$ cat src/rtl/nearest_point_classifier_macros.svh
// Assertion macros for the nearest point classifier.
`ifndef NEAREST_POINT_CLASSIFIER_MACROS_SVH
`define NEAREST_POINT_CLASSIFIER_MACROS_SVH

// Property checked on every rising clk edge outside reset.
`define NPC_ASSERT(label, prop, msg) \
    label: assert property (@(posedge clk) disable iff (!rst_n) (prop)) else $error(msg);

// Condition that must never be true outside reset.
`define NPC_NEVER(label, cond, msg) \
    label: assert property (@(posedge clk) disable iff (!rst_n) !(cond)) else $error(msg);

`endif

$ cat src/rtl/npc_pkg.sv
// Shared types and constants for the nearest point classifier.
`timescale 1ns / 1ps
package npc_pkg;

    localparam int DEFAULT_ENTRIES = 32;
    localparam int COORD_W         = 16;
    localparam int SLOT_W          = 5;
    localparam int DIST_W          = 34;

    typedef enum logic [1:0] {
        OP_ADD   = 2'd0,
        OP_DEL   = 2'd1,
        OP_QUERY = 2'd2,
        OP_NONE  = 2'd3
    } opcode_t;

    typedef enum logic [1:0] {
        PLACE_AT   = 2'd0,
        PLACE_NEAR = 2'd1,
        PLACE_SIDE = 2'd2
    } place_t;

    typedef enum logic [2:0] {
        ST_IDLE,
        ST_OUTER,
        ST_OLOAD,
        ST_INNER,
        ST_MUL,
        ST_ACC,
        ST_FINISH
    } state_t;

endpackage

$ cat src/rtl/nearest_point_classifier.sv
// Nearest point classifier: point table, pairwise rescan and nearest query.
// One item is accepted when start is high and busy is low; busy stays high until the
// item is finished. A query returns one result, marked by done for one cycle, which
// the receiver must take in that cycle. A query walks the table slot by slot and each
// valid slot passes through the single squaring multiplier (one axis per cycle
// plus the accumulate and compare). A query with fewer than two points answers
// without a scan. An in-range add or delete that leaves at least two points
// rescans all pairs through the same unit. Add, delete and unused opcodes give
// no result.
`timescale 1ns / 1ps
`include "nearest_point_classifier_macros.svh"
module nearest_point_classifier #(
    parameter int ENTRIES = npc_pkg::DEFAULT_ENTRIES
) (
    input  logic                              clk,
    input  logic                              rst_n,
    input  logic                              start,
    output logic                              busy,
    input  logic [1:0]                        opcode,
    input  logic [npc_pkg::SLOT_W-1:0]        slot,
    input  logic signed [npc_pkg::COORD_W-1:0] pos_x,
    input  logic signed [npc_pkg::COORD_W-1:0] pos_y,
    input  logic signed [npc_pkg::COORD_W-1:0] pos_z,
    input  logic                              cfg_we,
    input  logic                              cfg_wdata,
    output logic                              done,
    output logic                              found,
    output logic [npc_pkg::SLOT_W-1:0]        nearest_slot,
    output logic [1:0]                        placement,
    output logic [npc_pkg::DIST_W-1:0]        distance_sq
);
    import npc_pkg::*;

    localparam int IDX_W = (ENTRIES > 1) ? $clog2(ENTRIES) : 1;
    localparam int CNT_W = $clog2(ENTRIES + 1);
    localparam int PT_W  = 3 * COORD_W;

    logic [PT_W-1:0]  mem [ENTRIES];
    logic [PT_W-1:0]  rdata_reg;
    logic [IDX_W-1:0] rd_addr;
    logic             mem_we;
    logic [IDX_W-1:0] wr_addr;

    state_t               state_reg, state_next;
    logic [ENTRIES-1:0]   valid_reg, valid_next;
    logic [CNT_W-1:0]     count_reg, count_next;
    logic                 enable_reg;
    logic [COORD_W-1:0]   ax_reg, ax_next, ay_reg, ay_next, az_reg, az_next;
    logic [IDX_W:0]       i_reg, i_next, j_reg, j_next;
    logic [1:0]           axis_reg, axis_next;
    logic [DIST_W-1:0]    prod_reg, prod_next, acc_reg, acc_next;
    logic [DIST_W-1:0]    best_reg, best_next, min_reg, min_next;
    logic [IDX_W-1:0]     best_slot_reg, best_slot_next;
    logic                 have_reg, have_next, query_reg, query_next;
    logic                 done_reg, done_next, found_reg, found_next;
    logic [SLOT_W-1:0]    near_reg, near_next;
    place_t               place_reg, place_next;
    logic [DIST_W-1:0]    dist_reg, dist_next;

    logic                 accept;
    logic                 in_range;
    logic [IDX_W-1:0]     slot_idx;
    logic [CNT_W-1:0]     count_after;
    logic [COORD_W-1:0]   a_sel, b_sel;
    logic signed [COORD_W:0] diff;
    logic signed [2*COORD_W+1:0] sq;
    logic [DIST_W-1:0]    dsum;
    logic                 better;
    logic [DIST_W+1:0]    best_x4;
    logic [DIST_W+6:0]    best_x121, min_x100;

    assign busy     = (state_reg != ST_IDLE);
    assign accept   = start && !busy;
    assign in_range = (32'(slot) < ENTRIES);
    assign slot_idx = IDX_W'(slot);

    always_comb
    begin
        count_after = count_reg;
        if (opcode_t'(opcode) == OP_ADD && in_range && !valid_reg[slot_idx])
            count_after = count_reg + CNT_W'(1);
        else if (opcode_t'(opcode) == OP_DEL && in_range && valid_reg[slot_idx])
            count_after = count_reg - CNT_W'(1);
    end

    assign rd_addr = (state_reg == ST_OUTER) ? i_reg[IDX_W-1:0] : j_reg[IDX_W-1:0];
    assign mem_we  = accept && (opcode_t'(opcode) == OP_ADD) && in_range;
    assign wr_addr = slot_idx;

    always_ff @(posedge clk)
    begin
        if (mem_we)
            mem[wr_addr] <= {pos_z, pos_y, pos_x};
        rdata_reg <= mem[rd_addr];
    end

    always_comb
    begin
        unique case (axis_reg)
            2'd0:    begin a_sel = ax_reg; b_sel = rdata_reg[COORD_W-1:0]; end
            2'd1:    begin a_sel = ay_reg; b_sel = rdata_reg[2*COORD_W-1:COORD_W]; end
            default: begin a_sel = az_reg; b_sel = rdata_reg[PT_W-1:2*COORD_W]; end
        endcase
    end

    assign diff   = $signed({a_sel[COORD_W-1], a_sel}) - $signed({b_sel[COORD_W-1], b_sel});
    assign sq     = diff * diff;
    assign dsum   = acc_reg + prod_reg;
    assign better = !have_reg || (dsum < best_reg);

    assign best_x4   = {best_reg, 2'b00};
    assign best_x121 = {7'd0, best_reg} * 41'd121;
    assign min_x100  = {7'd0, min_reg} * 41'd100;

    // next state
    always_comb
    begin
        state_next = state_reg;
        unique case (state_reg)
            ST_IDLE:
            begin
                if (accept)
                begin
                    unique case (opcode_t'(opcode)) inside
                        OP_ADD, OP_DEL:
                            if (in_range && count_after >= CNT_W'(2))
                                state_next = ST_OUTER;
                        OP_QUERY:
                            if (count_reg >= CNT_W'(2))
                                state_next = ST_INNER;
                        default: state_next = ST_IDLE;
                    endcase
                end
            end
            ST_OUTER:
            begin
                if (i_reg == (IDX_W+1)'(ENTRIES))
                    state_next = ST_FINISH;
                else if (valid_reg[i_reg[IDX_W-1:0]])
                    state_next = ST_OLOAD;
            end
            ST_OLOAD: state_next = ST_INNER;
            ST_INNER:
            begin
                if (j_reg == (IDX_W+1)'(ENTRIES))
                    state_next = query_reg ? ST_FINISH : ST_OUTER;
                else if (valid_reg[j_reg[IDX_W-1:0]])
                    state_next = ST_MUL;
            end
            ST_MUL:    if (axis_reg == 2'd2) state_next = ST_ACC;
            ST_ACC:    state_next = ST_INNER;
            ST_FINISH: state_next = ST_IDLE;
            default:   state_next = ST_IDLE;
        endcase
    end

    // datapath and outputs
    always_comb
    begin
        valid_next     = valid_reg;
        count_next     = count_reg;
        ax_next        = ax_reg;
        ay_next        = ay_reg;
        az_next        = az_reg;
        i_next         = i_reg;
        j_next         = j_reg;
        axis_next      = axis_reg;
        prod_next      = prod_reg;
        acc_next       = acc_reg;
        best_next      = best_reg;
        best_slot_next = best_slot_reg;
        have_next      = have_reg;
        query_next     = query_reg;
        min_next       = min_reg;
        done_next      = 1'b0;
        found_next     = found_reg;
        near_next      = near_reg;
        place_next     = place_reg;
        dist_next      = dist_reg;
        unique case (state_reg)
            ST_IDLE:
            begin
                if (accept)
                begin
                    i_next     = '0;
                    j_next     = '0;
                    have_next  = 1'b0;
                    query_next = (opcode_t'(opcode) == OP_QUERY);
                    ax_next    = pos_x;
                    ay_next    = pos_y;
                    az_next    = pos_z;
                    if (in_range && opcode_t'(opcode) == OP_ADD)
                        valid_next[slot_idx] = 1'b1;
                    if (in_range && opcode_t'(opcode) == OP_DEL)
                        valid_next[slot_idx] = 1'b0;
                    if (in_range)
                        count_next = count_after;
                    if (opcode_t'(opcode) == OP_QUERY && count_reg < CNT_W'(2))
                    begin
                        done_next  = 1'b1;
                        found_next = 1'b0;
                        near_next  = '0;
                        place_next = PLACE_AT;
                        dist_next  = '0;
                    end
                end
            end
            ST_OUTER:
                if (i_reg != (IDX_W+1)'(ENTRIES) && !valid_reg[i_reg[IDX_W-1:0]])
                    i_next = i_reg + 1'b1;
            ST_OLOAD:
            begin
                ax_next = rdata_reg[COORD_W-1:0];
                ay_next = rdata_reg[2*COORD_W-1:COORD_W];
                az_next = rdata_reg[PT_W-1:2*COORD_W];
                j_next  = i_reg + 1'b1;
            end
            ST_INNER:
            begin
                axis_next = 2'd0;
                if (j_reg == (IDX_W+1)'(ENTRIES))
                    i_next = i_reg + 1'b1;
                else if (!valid_reg[j_reg[IDX_W-1:0]])
                    j_next = j_reg + 1'b1;
            end
            ST_MUL:
            begin
                prod_next = DIST_W'($unsigned(sq));
                acc_next  = (axis_reg == 2'd0) ? '0 : dsum;
                axis_next = axis_reg + 2'd1;
            end
            ST_ACC:
            begin
                if (better)
                begin
                    best_next      = dsum;
                    best_slot_next = j_reg[IDX_W-1:0];
                    have_next      = 1'b1;
                end
                j_next = j_reg + 1'b1;
            end
            ST_FINISH:
            begin
                if (query_reg)
                begin
                    done_next  = 1'b1;
                    found_next = 1'b1;
                    near_next  = SLOT_W'(best_slot_reg);
                    dist_next  = best_reg;
                    if (!enable_reg || best_x4 < {2'b00, min_reg})
                        place_next = PLACE_AT;
                    else if (best_x121 < min_x100)
                        place_next = PLACE_NEAR;
                    else
                        place_next = PLACE_SIDE;
                end
                else
                    min_next = best_reg;
            end
            default: ;
        endcase
    end

    always_ff @(posedge clk or negedge rst_n)
    begin
        if (!rst_n)
        begin
            state_reg  <= ST_IDLE;
            valid_reg  <= '0;
            count_reg  <= '0;
            min_reg    <= '0;
            enable_reg <= 1'b1;
            done_reg   <= 1'b0;
            have_reg   <= 1'b0;
            query_reg  <= 1'b0;
            i_reg      <= '0;
            j_reg      <= '0;
            axis_reg   <= '0;
        end
        else
        begin
            state_reg <= state_next;
            valid_reg <= valid_next;
            count_reg <= count_next;
            min_reg   <= min_next;
            if (cfg_we)
                enable_reg <= cfg_wdata;
            done_reg  <= done_next;
            have_reg  <= have_next;
            query_reg <= query_next;
            i_reg     <= i_next;
            j_reg     <= j_next;
            axis_reg  <= axis_next;
        end
    end

    always_ff @(posedge clk)
    begin
        ax_reg        <= ax_next;
        ay_reg        <= ay_next;
        az_reg        <= az_next;
        prod_reg      <= prod_next;
        acc_reg       <= acc_next;
        best_reg      <= best_next;
        best_slot_reg <= best_slot_next;
        found_reg     <= found_next;
        near_reg      <= near_next;
        place_reg     <= place_next;
        dist_reg      <= dist_next;
    end

    assign done         = done_reg;
    assign found        = found_reg;
    assign nearest_slot = near_reg;
    assign placement    = place_reg;
    assign distance_sq  = dist_reg;

    `NPC_ASSERT(a_done_idle, done |-> !busy, "result strobe while busy")
    `NPC_ASSERT(a_found_count, done && found |-> count_reg >= CNT_W'(2), "found with too few points")
    `NPC_NEVER(a_count_range, count_reg > CNT_W'(ENTRIES), "point count beyond table size")
    `NPC_ASSERT(a_query_busy, start && !busy && opcode == OP_QUERY && count_reg >= CNT_W'(2) |=> busy,
        "query did not start a scan")

endmodule

$ cat config.mk
export PLATFORM = sky130hd
export DESIGN_NAME = nearest_point_classifier
export DESIGN_NICKNAME = d
export VERILOG_FILES = /design/src/rtl/npc_pkg.sv /design/src/rtl/nearest_point_classifier.sv
export VERILOG_INCLUDE_DIRS = /design/src /design/src/rtl
export SDC_FILE = /design/constraint.sdc
export NUM_CORES = 2
export LEC_CHECK = 0
export BUFFER_PORTS_ARGS = -buffer_cell sky130_fd_sc_hd__buf_2
export CAP_MARGIN = 20
export CELL_PAD_IN_SITES_DETAIL_PLACEMENT = 0
export CELL_PAD_IN_SITES_GLOBAL_PLACEMENT = 1
export CORE_MARGIN = 2
export CORE_UTILIZATION = 49
export DETAILED_ROUTE_END_ITERATION = 12
export GPL_TIMING_DRIVEN = 0
export PLACE_DENSITY_LB_ADDON = 0.1
export SYNTH_ARGS = -nofsm -noshare
export SYNTH_HDL_FRONTEND = slang
export SYNTH_SLANG_ARGS = --single-unit
$ cat constraint.sdc
create_clock -name clk -period 8.6 [get_ports clk]
set_input_delay 1.72 -clock clk [delete_from_list [all_inputs] [get_ports clk]]
set_output_delay 1.72 -clock clk [all_outputs]
set_load 0.05 [all_outputs]
==> results.txt <==
----------------------------------------------------
[Global route]
  Leftover overflow at the end of global routing ... 0
  Global routing usage summed across all routing layers ... around 26%
  Maximum number of pins on one net before global-route repair ... 68
  Vias in the first global route ... 57200
  Initial antenna violation count ... 15
  Global-route wire length before repair ... 377 mm

[Timing]
  Final hold violation count ... 0
  Crit share post-route ... 106%
  Highest attainable clock frequency ... about 110 MHz
  Final-report setup violation count ... 13
  Slew Viols, Final ... 0
  Worst rel slew slack ... around a fifth
  Time the final worst path needs with I/O delays and setup ... 9090 ps
  Transition at the pin with the smallest max-transition slack ... 1210 ps
  Setup repair after global routing missed its margin ... yes
  Worst Setup Slack, final ... -492 ps
  Final hold slack ... 454 ps
  Worst Clk Skew ... 73.7 ps

[Floorplan]
  Top-level port count ... 104
  Floorplan row count ... 161
  Die Outline Area ... slightly below 200000 sq um
  Initial standard-cell utilization of the core ... 49.3%
  DIE HEIGHT ... 444 microns
  Die width ... 444 microns
  Standard cell core area ... 192000 sq um

[Synth]
  Number of synthesized flops with an enable pin ... ~1700
  Distinct cell type count after synthesis ... 79
  Avg Synthesized Cell Area ... between 10 and 15 sq um
  Synth warnings ... 0
  Gate count after technology mapping ... 6572
  Share of async-settable or async-resettable flops after synthesis ... between 4 and 5%
  Flip-flop and latch count after synthesis ... approximately 1900
  Register area share after synthesis ... 58.3%
  Cell types with the largest area share after synthesis ... sky130_fd_sc_hd__edfxtp_1 55%, sky130_fd_sc_hd__mux4_2 9.6%, sky130_fd_sc_hd__fa_1 8.3%
  Nets in the synthesized netlist ... 7465
  Largest area contributor in the netlist ... sky130_fd_sc_hd__edfxtp_1
  Area share of the largest cell type after synthesis ... 54.8%
  Post-synthesis instance area ... ~95000 sq um
  Main synth FF type ... sky130_fd_sc_hd__edfxtp_1

[Worst setup path]
  Last element of the critical path ... prod_reg[33]$_DFFE_PP_
  Startpoint of the lowest-slack register-to-register path ... axis_reg[0]$_DFFE_PN0P_
  Worst R2R End ... prod_reg[33]$_DFFE_PP_
  Worst-case register-to-register setup slack ... -490 ps
  CP Max Fanout ... 7
  Slowest cell on the critical path ... sky130_fd_sc_hd__fa_1
  Startpoint type of the worst setup path ... register
  Kind of capture point of the worst setup path ... register
  Peak per-stage delay on the critical path ... approximately 590 ps
  Crit path top cell by count ... sky130_fd_sc_hd__fa_1
  Crit path required time ... 9120 ps
  Critical path arrival ... 9610 ps
  Startpoint of the worst setup timing path ... axis_reg[0]$_DFFE_PN0P_
  Worst setup path category ... register to register
  Cell depth of the worst flop-to-flop path ... 37

[Detailed routing]
  Detailed-route wire length per cell ... ~26 microns
  Number of vias after detailed routing ... 56200
  Remaining routing DRC violations ... 0
  First-iteration detailed-routing DRC count ... 4892
  DRT antenna net count ... 0
  Number of search-and-repair iterations in the first detailed-routing pass ... 5
  Routed vias/inst ... 5.76
  Total length of routed wires ... 254 mm

[Layout]
  Cell Count, Final, Fillers Out ... around 10000
  Seq. cell area ... ~55000 sq um
  Area Overhead vs Synth ... 15.8%
  Flip-flop count of the largest register after layout ... 1536
  Most common cell after layout, fill and taps aside ... sky130_fd_sc_hd__edfxtp_1
  Final net count ... 7968
  Number of fillers in the final layout ... between 15000 and 20000
  Commonest cells after routing, fill and taps aside ... 1732 x sky130_fd_sc_hd__edfxtp_1, 789 x sky130_fd_sc_hd__nand2_1, 643 x sky130_fd_sc_hd__inv_1, 410 x sky130_fd_sc_hd__ha_1, 404 x sky130_fd_sc_hd__mux4_2
  Share of final-layout standard cells stronger than drive strength 1 ... between 10% and 20%
  Combined area of the multi-input logic cells ... between 30000 and 40000 sq um

[Clock network]
  TritonCTS clock tree ... yes
  Cts bufs inserted ... 194
  Clock tree root driver cell ... sky130_fd_sc_hd__clkbuf_16
  Maximum level of the CTS H-tree ... 4
  Sink count of the clock tree ... approximately 1900
  Longest Clk Path Bufs ... 3
  Register clock-pin slew on the reported worst setup and hold paths ... approximately 60 ps
  Hold bufs inserted after CTS ... 0
  Clock insertion delay at the later pin of the skew report ... 860 ps

[Pwr]
  Cell-internal power ... 15.1 mW
  Clk network pwr share ... 46.4%
  Power per unit of standard cell area ... 172 nW/um^2
  NetSw ... about 3.8 mW
  P_leak ... 41.6 nW
  Worst vdd ir ... 203 uV
  Proportion of total power due to net switching ... 20.1%
  Gate power share ... roughly 1%
  Portion of total power attributed to sequential cells ... 52.7%

[Status]
  Violations in the final reports ... setup timing
  Status ... finished, violations left

[Placed design]
  Placed cell count ... about 9300
  Routability congestion estimate ... around 0.89
  Number of buffers added on ports ... 99
  DP HPWL ... between 150 and 200 mm

[Worst hold path]
  Path class of the lowest-slack min-delay path ... register to register

[Run]
  Reported max-cap violation count ... 0

----------------------------------------------------
## cell usage after synthesis (92+ instances only)
master and n:
sky130_fd_sc_hd__mux4_2 404, sky130_fd_sc_hd__nand2_1 815, sky130_fd_sc_hd__nor2_1 196, sky130_fd_sc_hd__inv_1 678, sky130_fd_sc_hd__clkbuf_1 180, sky130_fd_sc_hd__ha_1 440, sky130_fd_sc_hd__a21oi_1 161, sky130_fd_sc_hd__edfxtp_1 1732
sky130_fd_sc_hd__a21o_1 111, sky130_fd_sc_hd__xnor2_1 102, sky130_fd_sc_hd__nand3_1 298, sky130_fd_sc_hd__dfrtp_1 92, sky130_fd_sc_hd__fa_1 393, sky130_fd_sc_hd__o21ai_0 131
## kinds of logic after synthesis
group / after synthesis / share of synthesized area [%]
DFF: 1873 / 58.3
and+or+nand+nor: 1613 / 7.57
buffers and inverters: 953 / 3.83
adders and majority gates: 833 / 14.1
AOI/OAI and AO/OA: 712 / 4.88
muxes: 433 / 9.90
xor gates and xnor gates: 155 / 1.43
## repair_timing
action / 4_1_cts / 5_1_grt
setup endpoints to repair: 24 / 18
resized for setup: 220 / 182
endpoints found under the hold margin: 0 / 0
buffers inserted: 62 / 56
pin swaps: 78 / 134
## power groups by stage
stage / Combinational [mW] / Clock [mW] / Sequential [mW]
floorplan: 0.0298 / 0 / 10.1
global placement: 0.167 / 0 / 10.1
detailed placement: 0.183 / 0 / 10.1
CTS: 0.183 / 8.86 / 9.93
global route: 0.199 / 9.21 / 9.93
finish: 0.182 / 8.74 / 9.93
## per-stage QoR
stage	utilization [%]	TNS, ps	setup slack [ps]	instance area (sq um)	power [mW]
after floorplan	-	0	21.1	94900	10.2
after global placement	51.2	-1282320	-3370	98500	10.3
after detailed placement	52.3	-46630	-2950	101000	10.3
after CTS	56.5	-3450	-539	109000	19.0
after global routing	57.1	-6690	-758	110000	19.3
final	57.1	-3070	-492	110000	18.9
## routing by layer
layer	GRT usage (%)	share of wire [%]	vias to the layer above
met5	0	0	-
met4	7.80	3.3	0
met3	3.30	5.3	393
met2	45.7	51	1674
met1	33.7	40	29100
li1	-	-	25100
## critical path, delay by kind of cell (launching register included)
kind	cells	cell delay [ps]
fa+ha+maj	9	4020
compound gates	13	2630
buf+inv	10	1020
flops	1	410
simple gates	3	380
xor+xnor	2	330
## how the worst min path moves through the flow
stage	start	to	depth (start not counted)
floorplan	j_reg[2]$_DFFE_PN0P_	best_slot_reg[2]$_DFFE_PP_	0
global placement	j_reg[3]$_DFFE_PN0P_	best_slot_reg[3]$_DFFE_PP_	0
detailed placement	j_reg[2]$_DFFE_PN0P_	best_slot_reg[2]$_DFFE_PP_	0
CTS	j_reg[2]$_DFFE_PN0P_	best_slot_reg[2]$_DFFE_PP_	0
global route	j_reg[2]$_DFFE_PN0P_	best_slot_reg[2]$_DFFE_PP_	0
finish	j_reg[2]$_DFFE_PN0P_	best_slot_reg[2]$_DFFE_PP_	0
## final cells by class
class | count | share of cell area, %
clock buffer | 249 | 4.79
antenna | 8 | 0.0182
sequential | 1873 | 50.4
multi-input combinational | 3746 | 34.1
inverter | 685 | 2.36
tap | 2526 | 2.88
timing repair buffer | 310 | 2.95
clock inverter | 108 | 1.28
buffer | 265 | 1.24
(Power assumes the default switching activity.)
